--- config.mk ---
export PLATFORM = sky130hd
export DESIGN_NAME = threshold_binary_run_length_encoder_flat
export DESIGN_NICKNAME = d
export VERILOG_FILES = /design/src/tbrle_pkg.sv /design/src/tbrle_req_if.sv /design/src/tbrle_rsp_if.sv /design/src/threshold_binary_run_length_encoder.sv /design/src/flat_wrapper.sv
export SDC_FILE = /design/constraint.sdc
export NUM_CORES = 1
export LEC_CHECK = 0
export BUFFER_PORTS_ARGS = -buffer_cell sky130_fd_sc_hd__buf_2
export CAP_MARGIN = 30
export CORE_MARGIN = 4
export CORE_UTILIZATION = 45
export CTS_BUF_LIST = sky130_fd_sc_hd__clkbuf_8
export CTS_CLUSTER_DIAMETER = 120
export DETAILED_ROUTE_END_ITERATION = 6
export SYNTH_ARGS = -nofsm -noshare
export SYNTH_HDL_FRONTEND = slang
export SYNTH_SLANG_ARGS = --single-unit
--- constraint.sdc ---
create_clock -name clock -period 15.2 [get_ports clock]
set_clock_uncertainty 0.15 [all_clocks]
set_input_delay 0 -clock clock [delete_from_list [all_inputs] [get_ports clock]]
set_output_delay 0 -clock clock [all_outputs]
set_load 0.02 [all_outputs]
--- src/tbrle_pkg.sv ---
// Package for the threshold bilevel run-length encoder.
// Holds widths, reset values, register indexes and the result item type.
// Depends on nothing; all other files import it.
package tbrle_pkg;

   localparam int RUN_BITS      = 16;
   localparam int POSITION_BITS = 20;
   localparam int PIXEL_BITS    = 16;
   localparam int LEN_BITS      = 16;
   localparam int THRESH_BITS   = 16;
   localparam int FRAME_BITS    = 20;
   localparam int DATA_BITS     = 32;
   localparam int ADDR_BITS     = 3;

   localparam logic [THRESH_BITS-1:0] THRESH_RESET = THRESH_BITS'(33808);
   localparam logic [FRAME_BITS-1:0]  FRAME_RESET  = FRAME_BITS'(400 * 240);

   localparam logic [RUN_BITS-1:0] RUN_MAX = {RUN_BITS{1'b1}};

   localparam int CMP_BITS = (POSITION_BITS + 1 > FRAME_BITS) ? POSITION_BITS + 1 : FRAME_BITS;
   localparam int LEN_EXT_BITS = (RUN_BITS > LEN_BITS) ? RUN_BITS : LEN_BITS;

   localparam int FIFO_DEPTH    = 4;
   localparam int FIFO_PTR_BITS = 2;
   localparam int FIFO_CNT_BITS = 3;

   localparam logic [0:0] REG_THRESHOLD    = 1'b0;
   localparam logic [0:0] REG_FRAME_PIXELS = 1'b1;

   typedef struct packed {
      logic [LEN_BITS-1:0] run_length;
      logic                run_is_light;
      logic                frame_end;
      logic                item_last;
   } rsp_item_type;

   function automatic logic [LEN_BITS-1:0] to_len(input logic [RUN_BITS-1:0] run);
      logic [LEN_EXT_BITS-1:0] ext;
      ext = LEN_EXT_BITS'(run);
      return ext[LEN_BITS-1:0];
   endfunction

endpackage

--- src/tbrle_req_if.sv ---
// Pixel channel of the bilevel run-length encoder: valid, ready and one pixel.
// Depends on tbrle_pkg.
interface tbrle_req_if import tbrle_pkg::*; ();
   logic                  valid;
   logic                  ready;
   logic [PIXEL_BITS-1:0] pixel;

   modport source (output valid, output pixel, input ready);
   modport sink (input valid, input pixel, output ready);
endinterface

--- src/tbrle_rsp_if.sv ---
// Run channel of the bilevel run-length encoder: valid, ready and one run item.
// Depends on tbrle_pkg.
interface tbrle_rsp_if import tbrle_pkg::*; ();
   logic                valid;
   logic                ready;
   logic [LEN_BITS-1:0] run_length;
   logic                run_is_light;
   logic                frame_end;
   logic                item_last;

   modport source (output valid, output run_length, output run_is_light,
                   output frame_end, output item_last, input ready);
   modport sink (input valid, input run_length, input run_is_light,
                 input frame_end, input item_last, output ready);
endinterface

--- src/threshold_binary_run_length_encoder.sv ---
// Threshold bilevel run-length encoder, top level.
// Depends on tbrle_pkg, tbrle_req_if and tbrle_rsp_if.
//
// Usage:
//   req carries one pixel per item in scan order. Each pixel is light when it
//   is at or above the threshold register, else dark. rsp carries run items:
//   length, colour, frame_end on the last run of a frame, and item_last on the
//   last run caused by one pixel. A pixel yields zero, one or two runs.
//   Registers sit on the csr APB port: threshold at 0x0, frame_pixels
//   at 0x4. Write them only while the block is idle.
//   Throughput: one pixel per cycle while the queue has room. A pixel is
//   registered, then encoded into a four-entry result queue; encoding
//   proceeds while the queue holds at most two runs, so a pixel that yields
//   two runs costs one extra queue slot and throttles req only when runs pile up.
//   Path: an accepted pixel passes the input register and then the result
//   queue registers before any runs that it yields are offered on rsp.
//   Stall: when rsp is not taken the queue fills, the input register holds,
//   and req.ready drops; no item is lost.
//   Reset: registers return to 33808 and 96000, the encoder starts a new
//   frame in the dark phase, and the queue empties.
module threshold_binary_run_length_encoder import tbrle_pkg::*; (
   input  logic                 clock,
   input  logic                 reset,
   tbrle_req_if.sink            req,
   tbrle_rsp_if.source          rsp,
   input  logic                 csr_psel,
   input  logic                 csr_penable,
   input  logic                 csr_pwrite,
   input  logic [ADDR_BITS-1:0] csr_paddr,
   input  logic [DATA_BITS-1:0] csr_pwdata,
   output logic [DATA_BITS-1:0] csr_prdata,
   output logic                 csr_pready
);

   // configuration registers
   logic [THRESH_BITS-1:0] threshold_ff;
   logic [FRAME_BITS-1:0]  frame_ff;
   logic                   csr_write;

   assign csr_pready = 1'b1;
   assign csr_write  = csr_psel & csr_penable & csr_pwrite & csr_pready;

   always_ff @(posedge clock) begin
      if (reset) begin
         threshold_ff <= THRESH_RESET;
         frame_ff     <= FRAME_RESET;
      end else if (csr_write) begin
         unique case (csr_paddr[2])
            REG_THRESHOLD:    threshold_ff <= csr_pwdata[THRESH_BITS-1:0];
            REG_FRAME_PIXELS: frame_ff     <= csr_pwdata[FRAME_BITS-1:0];
            default:          ;
         endcase
      end
   end

   always_comb begin
      unique case (csr_paddr[2])
         REG_THRESHOLD:    csr_prdata = DATA_BITS'(threshold_ff);
         REG_FRAME_PIXELS: csr_prdata = DATA_BITS'(frame_ff);
         default:          csr_prdata = '0;
      endcase
   end

   // input register
   logic                  stage_valid_ff;
   logic                  stage_valid_in;
   logic [PIXEL_BITS-1:0] pixel_ff;
   logic                  req_accept;
   logic                  fire;

   logic [FIFO_CNT_BITS-1:0] count_ff;
   logic [FIFO_CNT_BITS-1:0] count_in;

   assign fire           = stage_valid_ff & (count_ff <= FIFO_CNT_BITS'(FIFO_DEPTH - 2));
   assign req.ready      = ~stage_valid_ff | fire;
   assign req_accept     = req.valid & req.ready;
   assign stage_valid_in = req_accept | (stage_valid_ff & ~fire);

   always_ff @(posedge clock) begin
      if (reset) begin
         stage_valid_ff <= 1'b0;
      end else begin
         stage_valid_ff <= stage_valid_in;
      end
      if (req_accept) begin
         pixel_ff <= req.pixel;
      end
   end

   // encoder state and next-state logic
   logic                     phase_ff;
   logic                     phase_in;
   logic [RUN_BITS-1:0]      run_ff;
   logic [RUN_BITS-1:0]      run_in;
   logic [POSITION_BITS-1:0] pos_ff;
   logic [POSITION_BITS-1:0] pos_in;

   logic                     light;
   logic                     change;
   logic [RUN_BITS-1:0]      run_next;
   logic [POSITION_BITS:0]   pos_next;
   logic                     at_end;
   logic                     cap;
   logic                     second;
   rsp_item_type             item_change;
   rsp_item_type             item_second;

   assign light    = {1'b0, pixel_ff} >= {1'b0, threshold_ff};
   assign change   = light != phase_ff;
   assign run_next = (change ? '0 : run_ff) + RUN_BITS'(1);
   assign pos_next = {1'b0, pos_ff} + (POSITION_BITS + 1)'(1);
   assign at_end   = (CMP_BITS'(pos_next) >= CMP_BITS'(frame_ff)) | pos_next[POSITION_BITS];
   assign cap      = ~at_end & (run_next == RUN_MAX);
   assign second   = at_end | cap;

   always_comb begin
      item_change.run_length   = to_len(run_ff);
      item_change.run_is_light = phase_ff;
      item_change.frame_end    = 1'b0;
      item_change.item_last    = ~second;

      item_second.run_length   = to_len(run_next);
      item_second.run_is_light = light;
      item_second.frame_end    = at_end;
      item_second.item_last    = 1'b1;

      priority if (at_end) begin
         phase_in = 1'b0;
         run_in   = '0;
         pos_in   = '0;
      end else if (cap) begin
         phase_in = ~light;
         run_in   = '0;
         pos_in   = pos_next[POSITION_BITS-1:0];
      end else begin
         phase_in = light;
         run_in   = run_next;
         pos_in   = pos_next[POSITION_BITS-1:0];
      end
   end

   always_ff @(posedge clock) begin
      if (reset) begin
         phase_ff <= 1'b0;
         run_ff   <= '0;
         pos_ff   <= '0;
      end else if (fire) begin
         phase_ff <= phase_in;
         run_ff   <= run_in;
         pos_ff   <= pos_in;
      end
   end

   // result queue
   rsp_item_type             queue_ff [FIFO_DEPTH];
   logic [FIFO_PTR_BITS-1:0] wr_ff;
   logic [FIFO_PTR_BITS-1:0] rd_ff;
   logic [FIFO_PTR_BITS-1:0] wr_second;
   logic [1:0]               push_count;
   logic                     pop;
   rsp_item_type             head;

   assign push_count = fire ? ({1'b0, change} + {1'b0, second}) : 2'd0;
   assign pop        = rsp.valid & rsp.ready;
   assign wr_second  = change ? wr_ff + FIFO_PTR_BITS'(1) : wr_ff;
   assign count_in   = count_ff + FIFO_CNT_BITS'(push_count) - FIFO_CNT_BITS'(pop);

   always_ff @(posedge clock) begin
      if (reset) begin
         wr_ff    <= '0;
         rd_ff    <= '0;
         count_ff <= '0;
      end else begin
         wr_ff    <= wr_ff + FIFO_PTR_BITS'(push_count);
         rd_ff    <= rd_ff + FIFO_PTR_BITS'(pop);
         count_ff <= count_in;
      end
      if (fire & change) begin
         queue_ff[wr_ff] <= item_change;
      end
      if (fire & second) begin
         queue_ff[wr_second] <= item_second;
      end
   end

   assign head             = queue_ff[rd_ff];
   assign rsp.valid        = count_ff != '0;
   assign rsp.run_length   = head.run_length;
   assign rsp.run_is_light = head.run_is_light;
   assign rsp.frame_end    = head.frame_end;
   assign rsp.item_last    = head.item_last;

   // checks
   a_count_bound: assert property (@(posedge clock) disable iff (reset)
      count_ff <= FIFO_CNT_BITS'(FIFO_DEPTH))
      else $error("result queue overflow");

   a_run_below_cap: assert property (@(posedge clock) disable iff (reset)
      run_ff != RUN_MAX)
      else $error("pending run reached the cap");

   a_frame_restart: assert property (@(posedge clock) disable iff (reset)
      fire & at_end |=> (run_ff == '0) && (pos_ff == '0) && !phase_ff)
      else $error("state not cleared after frame end");

   a_ptr_gap: assert property (@(posedge clock) disable iff (reset)
      FIFO_PTR_BITS'(wr_ff - rd_ff) == count_ff[FIFO_PTR_BITS-1:0])
      else $error("queue pointers disagree with count");

   a_push_room: assert property (@(posedge clock) disable iff (reset)
      fire |=> count_ff <= $past(count_ff) + FIFO_CNT_BITS'(2))
      else $error("queue grew by more than two");

endmodule

--- src/flat_wrapper.sv ---
// flat-port wrapper written by rule: the top's interface ports become plain ports
module threshold_binary_run_length_encoder_flat import tbrle_pkg::*;
  (clock, reset, csr_psel, csr_penable, csr_pwrite, csr_paddr, csr_pwdata, csr_prdata, csr_pready, req_valid, req_pixel, req_ready, rsp_valid, rsp_run_length, rsp_run_is_light, rsp_frame_end, rsp_item_last, rsp_ready);
  tbrle_req_if req_i ();
  tbrle_rsp_if rsp_i ();
  input  logic clock;
  input  logic reset;
  input  logic csr_psel;
  input  logic csr_penable;
  input  logic csr_pwrite;
  input  logic [ADDR_BITS-1:0] csr_paddr;
  input  logic [DATA_BITS-1:0] csr_pwdata;
  output logic [DATA_BITS-1:0] csr_prdata;
  output logic csr_pready;
  input wire logic [$bits(req_i.valid)-1:0] req_valid;
  input wire logic [$bits(req_i.pixel)-1:0] req_pixel;
  output wire logic [$bits(req_i.ready)-1:0] req_ready;
  output wire logic [$bits(rsp_i.valid)-1:0] rsp_valid;
  output wire logic [$bits(rsp_i.run_length)-1:0] rsp_run_length;
  output wire logic [$bits(rsp_i.run_is_light)-1:0] rsp_run_is_light;
  output wire logic [$bits(rsp_i.frame_end)-1:0] rsp_frame_end;
  output wire logic [$bits(rsp_i.item_last)-1:0] rsp_item_last;
  input wire logic [$bits(rsp_i.ready)-1:0] rsp_ready;
  assign req_i.valid = req_valid;
  assign req_i.pixel = req_pixel;
  assign req_ready = req_i.ready;
  assign rsp_valid = rsp_i.valid;
  assign rsp_run_length = rsp_i.run_length;
  assign rsp_run_is_light = rsp_i.run_is_light;
  assign rsp_frame_end = rsp_i.frame_end;
  assign rsp_item_last = rsp_i.item_last;
  assign rsp_i.ready = rsp_ready;
  threshold_binary_run_length_encoder u_core (.clock(clock), .reset(reset), .req(req_i), .rsp(rsp_i), .csr_psel(csr_psel), .csr_penable(csr_penable), .csr_pwrite(csr_pwrite), .csr_paddr(csr_paddr), .csr_pwdata(csr_pwdata), .csr_prdata(csr_prdata), .csr_pready(csr_pready));
endmodule
==> metrics.yaml, run 1 <==
cts.clk_slew.worst_paths_ns: 0.10
ys_warn_count: 0
timing.final.crit_share_pct: 46.1
critical_path_class: "reg2reg"
hold_class: "in2reg"
powerDensity_mw_per_mm2: 96.8
setup_ws_ns: 8.19
use_met1_pct: 25.4
synth_edf_count: 88
cts_sinks: 173
synth_top_area_share_pct: 27.4
tns_ns: 0
ys.flop_type: "edfxtp_1"
numCtsBuffers: 17
cp-start-kind: "flip-flop"
r2r-end: "u_core.queue_ff[0][4]$_DFFE_PP_"
wl_per_cell_um: 17.5
tightest_slew_ns: 0.936
die_h_um: 154
antenna_found_initial: 0
crit_path_top_delay_cell: "nand3_2"
period_minus_slack_ns: 7.01
path_depth: 19
crit_buf_inv: 3
route.detailed.drc: 0
max_cap_viol_count: 0
outcome: "finished clean"
grt_max_degree: 82
ctsHoldBuffers: 41
max_stage_delay_ns: 0.72
cts_tree: "done"
yosys-top-cells-area: "edfxtp_1, dfxtp_1, ha_1"
ys_seq_area_share_pct: 45.0
crit_end: "u_core.queue_ff[0][4]$_DFFE_PP_"
clock_tree.buffer_depth: 2
io_buffers: 84
dp_hpwl_um: 17200
grtUsageMet2_pct: 38.0
vdd_drop_max_uv: 54.2
reg2reg_depth: 19
drt_iter0_markers: 614
place_ws_ns: 8.20
core-area_mm2: 0.0211
grt_pass1_wl_um: 39800
crit_family: "simple AND/OR/NAND/NOR gates"
overflow: 0
ios: 112
synth_seq_cells: 173
critPathRequiredTime_ns: 15.23
diodes: 0
die_x_um: 154
cp-end-kind: "flip-flop"
grtUsageMet3_pct: 3.47
synth_area_mm2: 0.00966
grt_busiest_layer: "met2"
vias: 7797
worstPathMaxFanout: 30
cp_cell_sequence: "inv_1, ha_1, nand4_1, a211o_1, o32a_1, a21oi_1, or2_1, nand2_1, inv_1, ha_1, nor2b_1, nand2_1, a22oi_1, o2111a_1, o2111ai_1, a22oi_2, nand3_2, nand2_1, buf_8"
start_util_pct: 45.8
cts-root-buf: "clkbuf_8"
startpoint: "u_core.threshold_ff[11]$_SDFFE_PP0P_"
postCtsSetupBuffers: 0
reg2reg_slack_ns: 8.19
drtAntennaViolNets: 0
clk_latency_ns: 0.48
setup_violations: 0
p_leak_nw: 4.02
slew_headroom_pct: 37.6
grt_pass1_vias: 7580
slew_viol_final: 0
rsz0062_at_grt: "no"
dieArea_mm2: 0.0239
yosysTopAreaCell: "edfxtp_1"
synthCells: 1031
async_flop_share_pct: 0
avgSynthCellArea_um2: 9.37
synth.distinct_cells: 64
viasPerCell: 5.57
crit_arrival_ns: 7.04
max_clock_freq_mhz: 143
num_rows: 53
r2r_start: "u_core.threshold_ff[11]$_SDFFE_PP0P_"
finalWeightedCongestion: 0.848
routed_wl_um: 24500
track_usage_pct: 21.0
nets: 1219
post_cts_resized: 0
drive_above_1_share_pct: 14.8
drt-pass1-iter-count: 5
cp_common_cell: "nand2_1"
area_growth_pct: 13.8
htree_levels: 4
hold_viol_final: 0
==> layout make-up <==
type | count | area, um^2
repair buffers | 139 | 1010
clock buffers | 17 | 234
fillers | 1965 | 10100
flip-flops and latches | 173 | 4340
well taps | 275 | 344
multi-input cells | 732 | 4740
clock inverters | 15 | 131
inverters | 49 | 184
==> cells by family (layout without fill, tap and decap cells) <==
kind of cell / Yosys count / count (layout) / share of synthesized area (%)
xor gates and xnor gates: 31 / 31 / 2.81
and+or+nand+nor: 384 / 384 / 18.6
muxes: 22 / 22 / 4.76
other: 2 / 13 / 0.0778
DFF: 173 / 173 / 45.0
adders and majority gates: 49 / 49 / 6.43
AOI/OAI and AO/OA: 233 / 233 / 16.0
buffers and inverters: 137 / 220 / 6.34
==> routing by layer <==
metal / part of all wire (%) / wire length [um] / vias up
met2: 52 / 12700 / 216
met1: 42 / 10300 / 3715
li1: - / - / 3831
met4: 1.8 / 439 / 0
met3: 4.5 / 1100 / 35
met5: 0 / 0 / -
==> placed cells by master, fill, tap and decap left out, types with 4 or more instances in the layout <==
master,synthesis,routed
clkbuf_8,0,17
a21oi_1,62,62
mux4_2,19,19
nand4_1,14,14
a211o_1,12,12
and2_1,12,12
a221o_1,24,24
o211ai_1,10,10
o32ai_1,4,4
nand3b_1,6,6
inv_6,0,6
nand3_1,50,50
nor2_1,100,100
nand2_1,137,137
conb_1,2,13
dlygate4sd3_1,0,41
xnor2_1,22,22
a22oi_1,20,20
dfxtp_1,85,85
buf_2,15,84
nor2b_1,9,9
or2_2,4,4
or3_1,5,5
a21o_1,7,7
o21ai_0,69,69
edfxtp_1,88,88
nand2b_1,4,4
nor3_1,12,12
nor2_2,4,4
xor2_1,9,9
inv_1,49,50
and3_1,10,10
buf_4,15,9
ha_1,48,48
==> power by group <==
group	leakage, nW	total, mW	internal (mW)	switching [mW]
Sequential	1.49	0.528	0.509	0.0184
Clock	0.178	0.305	0.119	0.187
Combinational	2.35	0.231	0.0968	0.134
==> stage by stage <==
stage	power [mW]	hold WS [ns]	cells	util, %	area, um^2
finish	1.06	0.0531	1400	52.1	11000
detailed placement	0.765	0.0281	1326	48.4	10200
CTS	1.08	0.0484	1399	52.0	11000
floorplan	0.697	-0.0511	1042	-	9700
global placement	0.757	0.0264	1321	47.9	10100
global route	1.12	0.0628	1400	52.1	11000
==> synth_stat cells (all sizes together) (2+ instances only) <==
library cell    n
a2111oi         2
or2             5
nand4          15
dfxtp          85
o2111ai         3
edfxtp         88
o21a            2
inv            49
nand2         137
a211oi          3
a22oi          21
nor2          104
a31oi           2
a21o            7
a21boi          2
or3             5
nand3b          6
mux2i           2
nand3          53
xnor2          22
o21ai          70
mux4           19
and4            3
buf            34
a211o          12
a221o          24
nor2b           9
nor3           13
nand2b          4
and2           13
a21oi          62
a32oi           3
o211ai         10
nor4            5
conb            2
and3           10
xor2            9
o32ai           5
clkbuf         54
ha             48
==> flip-flops by register name, summed over array words and instances (netlist names) <==
signal and flops:
u_core.stage_valid_ff 1, u_core.threshold_ff 16, u_core.count_ff 3, u_core.rd_ff 2, u_core.wr_ff 2, u_core.phase_ff 1
u_core.pos_ff 20, u_core.frame_ff 20, u_core.run_ff 16, u_core.queue_ff 76, u_core.pixel_ff 16
==> worst min path at each step <==
stage                   from                       endpoint  slack (ns)  depth (start not counted)
6_report               reset  u_core.count_ff[2]$_SDFF_PP0_        0.05                          3
4_1_cts        req_pixel[12]  u_core.pixel_ff[12]$_DFFE_PP_        0.05                          2
5_1_grt        req_pixel[15]  u_core.pixel_ff[15]$_DFFE_PP_        0.06                          2
3_3_place_gp   req_pixel[11]  u_core.pixel_ff[11]$_DFFE_PP_        0.03                          1
3_5_place_dp    req_pixel[9]   u_core.pixel_ff[9]$_DFFE_PP_        0.03                          1
2_1_floorplan   req_pixel[0]   u_core.pixel_ff[0]$_DFFE_PP_       -0.05                          0
==> worst register-to-register path, cell delays in order (launching register included) <==
cell       delay [ns]
dfxtp_1          0.35
inv_1            0.07
ha_1             0.31
nand4_1          0.15
a211o_1          0.32
o32a_1           0.36
a21oi_1          0.27
or2_1            0.61
nand2_1          0.21
inv_1            0.09
ha_1             0.52
nor2b_1          0.24
nand2_1          0.08
a22oi_1          0.24
o2111a_1         0.25
o2111ai_1        0.18
a22oi_2          0.67
nand3_2          0.72
nand2_1          0.70
buf_8            0.23
Power figures use the tool's default switching activity.
==> run 2: changes to the inputs <==
Settings changed: PLACE_DENSITY set to 0.67.
Clock period 15.2 ns to 5.7 ns, I/O delays scaled along.
==> run 2 against run 1 <==
Against the previous run: clock power grew to 3.1 times the previous value; core utilization is 0.67 points higher; setup slack lost 7.8 ns; maximum frequency grew 32%; register-to-register slack got worse by 7.8 ns; critical path depth up 1; sequential power increased to 2.6 times the previous value; sequential cell count unchanged; routed wire length grew 0.27%; total power rose to 2.8 times the previous value; worst hold slack better by 0.027 ns; first-iteration DRC count up 2.9%.
==> metrics.yaml, run 2 (same netlist as run 1, synthesis figures left out) <==
routed_wl_um: 24600  # +0.27%
hold_viol_final: 0  # unchanged
vdd_drop_max_uv: 144  # +170%
vias: 7925  # +1.6%
p_leak_nw: 4.12  # +2.4%
slew_headroom_pct: 40.3  # +2.7 points
most-common-layout-cells: "nand2_1, nor2_1, edfxtp_1"
drt_iter0_markers: 632  # +2.9%
htree_levels: 4  # unchanged
hold-path-cell-count: 3  # unchanged
grt_pass1_vias: 7606  # +0.34%
cp-end-kind: "flip-flop"
drt-pass1-iter-count: 5  # unchanged
core-area_mm2: 0.0211  # unchanged
largest_register_ffs: 76  # unchanged
switching_power_mw: 0.889  # +160%
clock_tree.buffer_depth: 2  # unchanged
pwr-share-seq_pct: 47.0  # -2.6 points
critPathRequiredTime_ns: 5.77  # -9.46 ns
top_register: "u_core.queue_ff"
postCtsSetupBuffers: 0  # unchanged
numCtsBuffers: 17  # unchanged
antenna_found_initial: 0  # unchanged
drive_above_1_share_pct: 15.5  # +0.68 points
setup_violations: 0  # unchanged
cts-root-buf: "clkbuf_8"
area_growth_pct: 15.3
max_clock_freq_mhz: 188  # +32%
fin_area_mm2: 0.0111  # +1.3%
grt_busiest_layer: "met2"
max_cap_viol_count: 0  # unchanged
cts_sinks: 173  # unchanged
dp_hpwl_um: 17400  # +1.5%
num_rows: 53  # unchanged
clk_latency_ns: 0.46  # -0.02 ns
tns_ns: 0  # unchanged
wl_per_cell_um: 17.5  # -0.37%
die_x_um: 154  # unchanged
worstPathMaxFanout: 12  # -60%
grtUsageMet3_pct: 3.95  # +0.48 points
crit_arrival_ns: 5.39  # -1.65 ns
viasPerCell: 5.62  # +0.99%
grt_max_degree: 82  # unchanged
p_int_mw: 2.08  # +190%
nets: 1228  # +0.74%
switching_share_pct: 30.0  # -2.0 points
r2r-end: "u_core.queue_ff[1][11]$_DFFE_PP_"
period_minus_slack_ns: 5.32  # -1.69 ns
hold_ws_ns: 0.0802  # +0.0271 ns
cp-start-kind: "flip-flop"
grtUsageMet2_pct: 35.5  # -2.5 points
track_usage_pct: 20.5  # -0.49 points
critical_path_class: "reg2reg"
hold_end: "u_core.run_ff[15]$_SDFFE_PP0P_"
die_h_um: 154  # unchanged
r2r_start: "u_core.threshold_ff[13]$_SDFFE_PP0P_"
timing.final.crit_share_pct: 93.3  # +47 points
io_buffers: 84  # unchanged
slew_viol_final: 0  # unchanged
cts.clk_slew.worst_paths_ns: 0.10  # about the same
grt_pass1_wl_um: 39000  # -2.0%
p_clk_share_pct: 31.4  # +2.7 points
final_common_cell: "nand2_1"
diodes: 0  # unchanged
postPlaceCellArea_mm2: 0.0103  # +0.61%
overflow: 0  # unchanged
ios: 112  # unchanged
dieArea_mm2: 0.0239  # unchanged
reg2reg_slack_ns: 0.38  # -7.81 ns
comb_power_share_pct: 21.6  # about the same
tightest_slew_ns: 0.896  # -0.0402 ns
route.detailed.drc: 0  # unchanged
outcome: "finished clean"
cts_tree: "done"
powerDensity_mw_per_mm2: 267  # +180%
rsz0062_at_grt: "no"
hp-start: "reset"
finalWeightedCongestion: 0.905  # +6.6%
reg2reg_depth: 20  # +1
drtAntennaViolNets: 0  # unchanged
start_util_pct: 45.8  # unchanged
fill_cells: 1927  # -1.9%
use_met1_pct: 25.5  # +0.15 points
largestRegisters: "u_core.queue_ff x76, u_core.frame_ff x20, u_core.pos_ff x20"
hold_class: "in2reg"
## run 2: worst max-delay path by stage
stage,startpoint,endpoint,slack (ns),cells past startpoint
floorplan,u_core.pixel_ff[0]$_DFFE_PP_,u_core.queue_ff[2][10]$_DFFE_PP_,0.41,23
global placement,u_core.pixel_ff[11]$_DFFE_PP_,u_core.queue_ff[1][12]$_DFFE_PP_,0.39,19
detailed placement,u_core.threshold_ff[13]$_SDFFE_PP0P_,u_core.queue_ff[1][5]$_DFFE_PP_,0.35,20
CTS,u_core.threshold_ff[13]$_SDFFE_PP0P_,u_core.count_ff[2]$_SDFF_PP0_,0.31,22
global route,u_core.threshold_ff[13]$_SDFFE_PP0P_,u_core.count_ff[2]$_SDFF_PP0_,0.08,21
finish,u_core.threshold_ff[13]$_SDFFE_PP0P_,u_core.queue_ff[1][11]$_DFFE_PP_,0.38,20
## run 2: routing by layer
metal	vias up	share of wire, %
met3	48	5.2
met4	0	2.6
li1	3841	-
met1	3778	42
met2	258	50
met5	-	0
## run 2: power groups by stage
stage,clock network (mW),logic (mW),registers (mW)
after detailed placement,0,0.610,1.43
after global routing,1.00,0.701,1.40
after floorplan,0,0.453,1.41
final,0.933,0.641,1.39
after CTS,0.955,0.633,1.40
after global placement,0,0.592,1.43
## run 2: per-stage QoR
stage	instances	power, mW	util, %	setup slack (ns)
floorplan	1042	1.86	-	0.411
global placement	1335	2.02	48.7	0.393
detailed placement	1335	2.04	48.7	0.346
CTS	1408	2.99	52.6	0.305
global route	1409	3.11	52.8	0.0813
finish	1409	2.97	52.8	0.379
## run 2: worst max-delay path, cell delays in order, from the launching register on
cell,delay [ns]
dfxtp_1,0.35
inv_1,0.06
ha_1,0.31
nand4_1,0.18
a211o_1,0.30
o32a_1,0.37
a21oi_1,0.27
or2_1,0.22
nand2_1,0.11
inv_1,0.09
ha_2,0.35
nor2b_1,0.21
nand2_1,0.07
a22oi_1,0.22
o2111a_1,0.22
o2111ai_1,0.16
a22oi_2,0.33
buf_4,0.22
o211ai_1,0.16
and2_1,0.32
a221o_1,0.38
## run 2: cell type report
class,instances,area (um^2),area share [%]
Multi-Input combinational cell,732,4740,42.6
Tap cell,275,344,3.09
Sequential cell,173,4340,39.0
Clock inverter,14,181,1.63
Clock buffer,18,248,2.23
Timing Repair Buffer,148,1090,9.76
Inverter,49,184,1.65
## run 2: timing repair
item,in CTS,in global routing
hold buffers,41,0
setup endpoints to repair,0,17
gates resized for setup,0,1
hold endpoints to repair,55,0
==> run 3: changes to the inputs <==
Settings changed: GPL_TIMING_DRIVEN set to 0, PLACE_DENSITY 0.67 to not set.
Clock period 5.7 ns to 6.07 ns, I/O delays scaled along.
==> run 3 against run 2 <==
Against the previous run: die area did not move; design area increased by 3.6%; setup slack worse by 0.067 ns; global-route usage is 2.1 points higher; via count is 4.5% higher; sequential power is 6% lower; clock-buffer cell count stayed put; highest routed layer unchanged.
==> metrics.yaml, run 3 (same netlist as run 1, synthesis figures left out) <==
hold_ws_ns: 0.0817  # +0.00145 ns
crit_arrival_ns: 5.74  # +0.35 ns
final_cells: 1491  # +5.8%
slew_viol_final: 0  # unchanged
clk_latency_ns: 0.47  # about the same
die_h_um: 154  # unchanged
p_clk_share_pct: 29.8  # -1.6 points
viasPerCell: 5.56  # -1.2%
hold-path-cell-count: 2  # -1
hold_class: "in2reg"
hold_viol_final: 0  # unchanged
diodes: 0  # unchanged
pwr-share-seq_pct: 47.0  # about the same
multi_input_area_mm2: 0.00480  # +1.1%
top_register: "u_core.queue_ff"
dp_hpwl_um: 19900  # +14%
max_clock_freq_mhz: 174  # -7.6%
seqCellArea_mm2: 0.00434  # unchanged
dieArea_mm2: 0.0239  # unchanged
reg2reg_depth: 23  # +15%
final_common_cell: "nand2_1"
grt_pass1_wl_um: 42600  # +9.2%
cts-root-buf: "clkbuf_8"
overflow: 0  # unchanged
critPathRequiredTime_ns: 6.06  # +0.29 ns
route.detailed.drc: 0  # unchanged
drt-pass1-iter-count: 5  # unchanged
drt_iter0_markers: 552  # -13%
outcome: "finished clean"
nets: 1310  # +6.7%
cp-start-kind: "flip-flop"
io_buffers: 82  # -2.4%
drtAntennaViolNets: 0  # unchanged
htree_levels: 4  # unchanged
start_util_pct: 45.8  # unchanged
die_x_um: 154  # unchanged
wl_per_cell_um: 18.1  # +3.4%
switching_share_pct: 31.5  # +1.6 points
cts_tree: "done"
period_minus_slack_ns: 5.76  # +0.437 ns
worstPathMaxFanout: 18  # +6
drive_above_1_share_pct: 16.7  # +1.2 points
powerDensity_mw_per_mm2: 240  # -10%
largest_register_ffs: 76  # unchanged
finalWeightedCongestion: 0.927  # +2.4%
cts_sinks: 173  # unchanged
vdd_drop_max_uv: 141  # -1.9%
tightest_slew_ns: 0.812  # -0.0835 ns
dp_cells: 1399  # +4.8%
largestRegisters: "u_core.queue_ff x76, u_core.frame_ff x20, u_core.pos_ff x20"
final_core_util_pct: 54.7  # +1.9 points
grt_max_degree: 20  # -76%
numCtsBuffers: 17  # unchanged
critical_path_class: "reg2reg"
grt_pass1_vias: 8132  # +6.9%
core-area_mm2: 0.0211  # unchanged
comb_power_share_pct: 23.1  # +1.5 points
place_ws_ns: -0.682  # -1.03 ns
switching_power_mw: 0.873  # -1.9%
timing.final.crit_share_pct: 94.9  # +1.5 points
fill_cells: 2002  # +3.9%
clock_tree.buffer_depth: 2  # unchanged
track_usage_pct: 22.6  # +2.1 points
most-common-layout-cells: "nand2_1, nor2_1, buf_2"
num_rows: 53  # unchanged
area_growth_pct: 19.4
max_cap_viol_count: 0  # unchanged
vias: 8285  # +4.5%
cts.clk_slew.worst_paths_ns: 0.10  # about the same
setup_ws_ns: 0.312  # -0.0669 ns
cp-end-kind: "flip-flop"
tns_ns: 0  # unchanged
routed_wl_um: 26900  # +9.5%
p_leak_nw: 4.32  # +4.8%
setup_violations: 0  # unchanged
p_int_mw: 1.90  # -8.9%
ios: 112  # unchanged
antenna_found_initial: 0  # unchanged
slew_headroom_pct: 45.8  # +5.6 points
==> run 3: stage by stage <==
stage          total power [mW]  area (um^2)
3_3_place_gp               1.92        10500
5_1_grt                    2.90        11500
6_report                   2.77        11500
3_5_place_dp               1.93        10500
4_1_cts                    2.77        11400
2_1_floorplan              1.75         9700
==> run 3: power by group through the flow <==
stage,Clock [mW],Combinational (mW),Sequential [mW]
2_1_floorplan,0,0.426,1.32
3_3_place_gp,0,0.591,1.33
6_report,0.825,0.640,1.30
5_1_grt,0.885,0.704,1.31
4_1_cts,0.839,0.628,1.30
3_5_place_dp,0,0.600,1.33
==> run 3: area by class of cell <==
type / count / share of cell area (%)
Tap cell: 275 / 2.98
Timing Repair Buffer: 143 / 8.90
Buffer: 87 / 3.73
Inverter: 49 / 1.60
Sequential cell: 173 / 37.7
Multi-Input combinational cell: 732 / 41.6
Clock buffer: 18 / 2.15
Clock inverter: 14 / 1.35
==> run 3: path summary, 6_finish.rpt <==
| path | slack [ns] | from | end |
|---|---|---|---|
| setup reg to reg | 0.31 | u_core.threshold_ff[11]$_SDFFE_PP0P_ | u_core.queue_ff[1][3]$_DFFE_PP_ |
| hold / removal | 0.08 | req_pixel[15] | u_core.pixel_ff[15]$_DFFE_PP_ |
| setup / recovery | 0.31 | u_core.threshold_ff[11]$_SDFFE_PP0P_ | u_core.queue_ff[1][3]$_DFFE_PP_ |
| hold reg to reg | 0.31 | u_core.threshold_ff[1]$_SDFFE_PP0P_ | u_core.threshold_ff[1]$_SDFFE_PP0P_ |
==> run 3: repair_timing <==
action                                  CTS  global route
endpoints found under the setup margin   74           121
pin swaps                                 1             2
hold buffers                             52             0
resized for setup                        10            10
buffers inserted                          2             5
endpoints found under the hold margin    55             0
==> run 3: critical path, cell delays in order, from the launching register on <==
cell,delay [ns]
dfxtp_1,0.34
inv_1,0.07
ha_1,0.32
nand4_1,0.17
a211o_1,0.34
o32a_1,0.37
a21oi_2,0.21
or2_1,0.12
buf_2,0.21
buf_4,0.20
nand2_1,0.10
inv_1,0.10
ha_2,0.24
buf_4,0.21
nor2b_1,0.19
nand2_1,0.07
a22oi_1,0.24
o2111a_1,0.23
o2111ai_1,0.15
a22oi_2,0.29
o211ai_1,0.18
buf_2,0.25
clkbuf_1,0.30
nand2_4,0.35
==> run 3: routing by layer <==
layer / GRT usage (%) / part of all wire, %
met5: 0 / 0
met4: 9.34 / 2.8
met3: 3.39 / 5.4
met2: 39.6 / 51
met1: 27.9 / 41
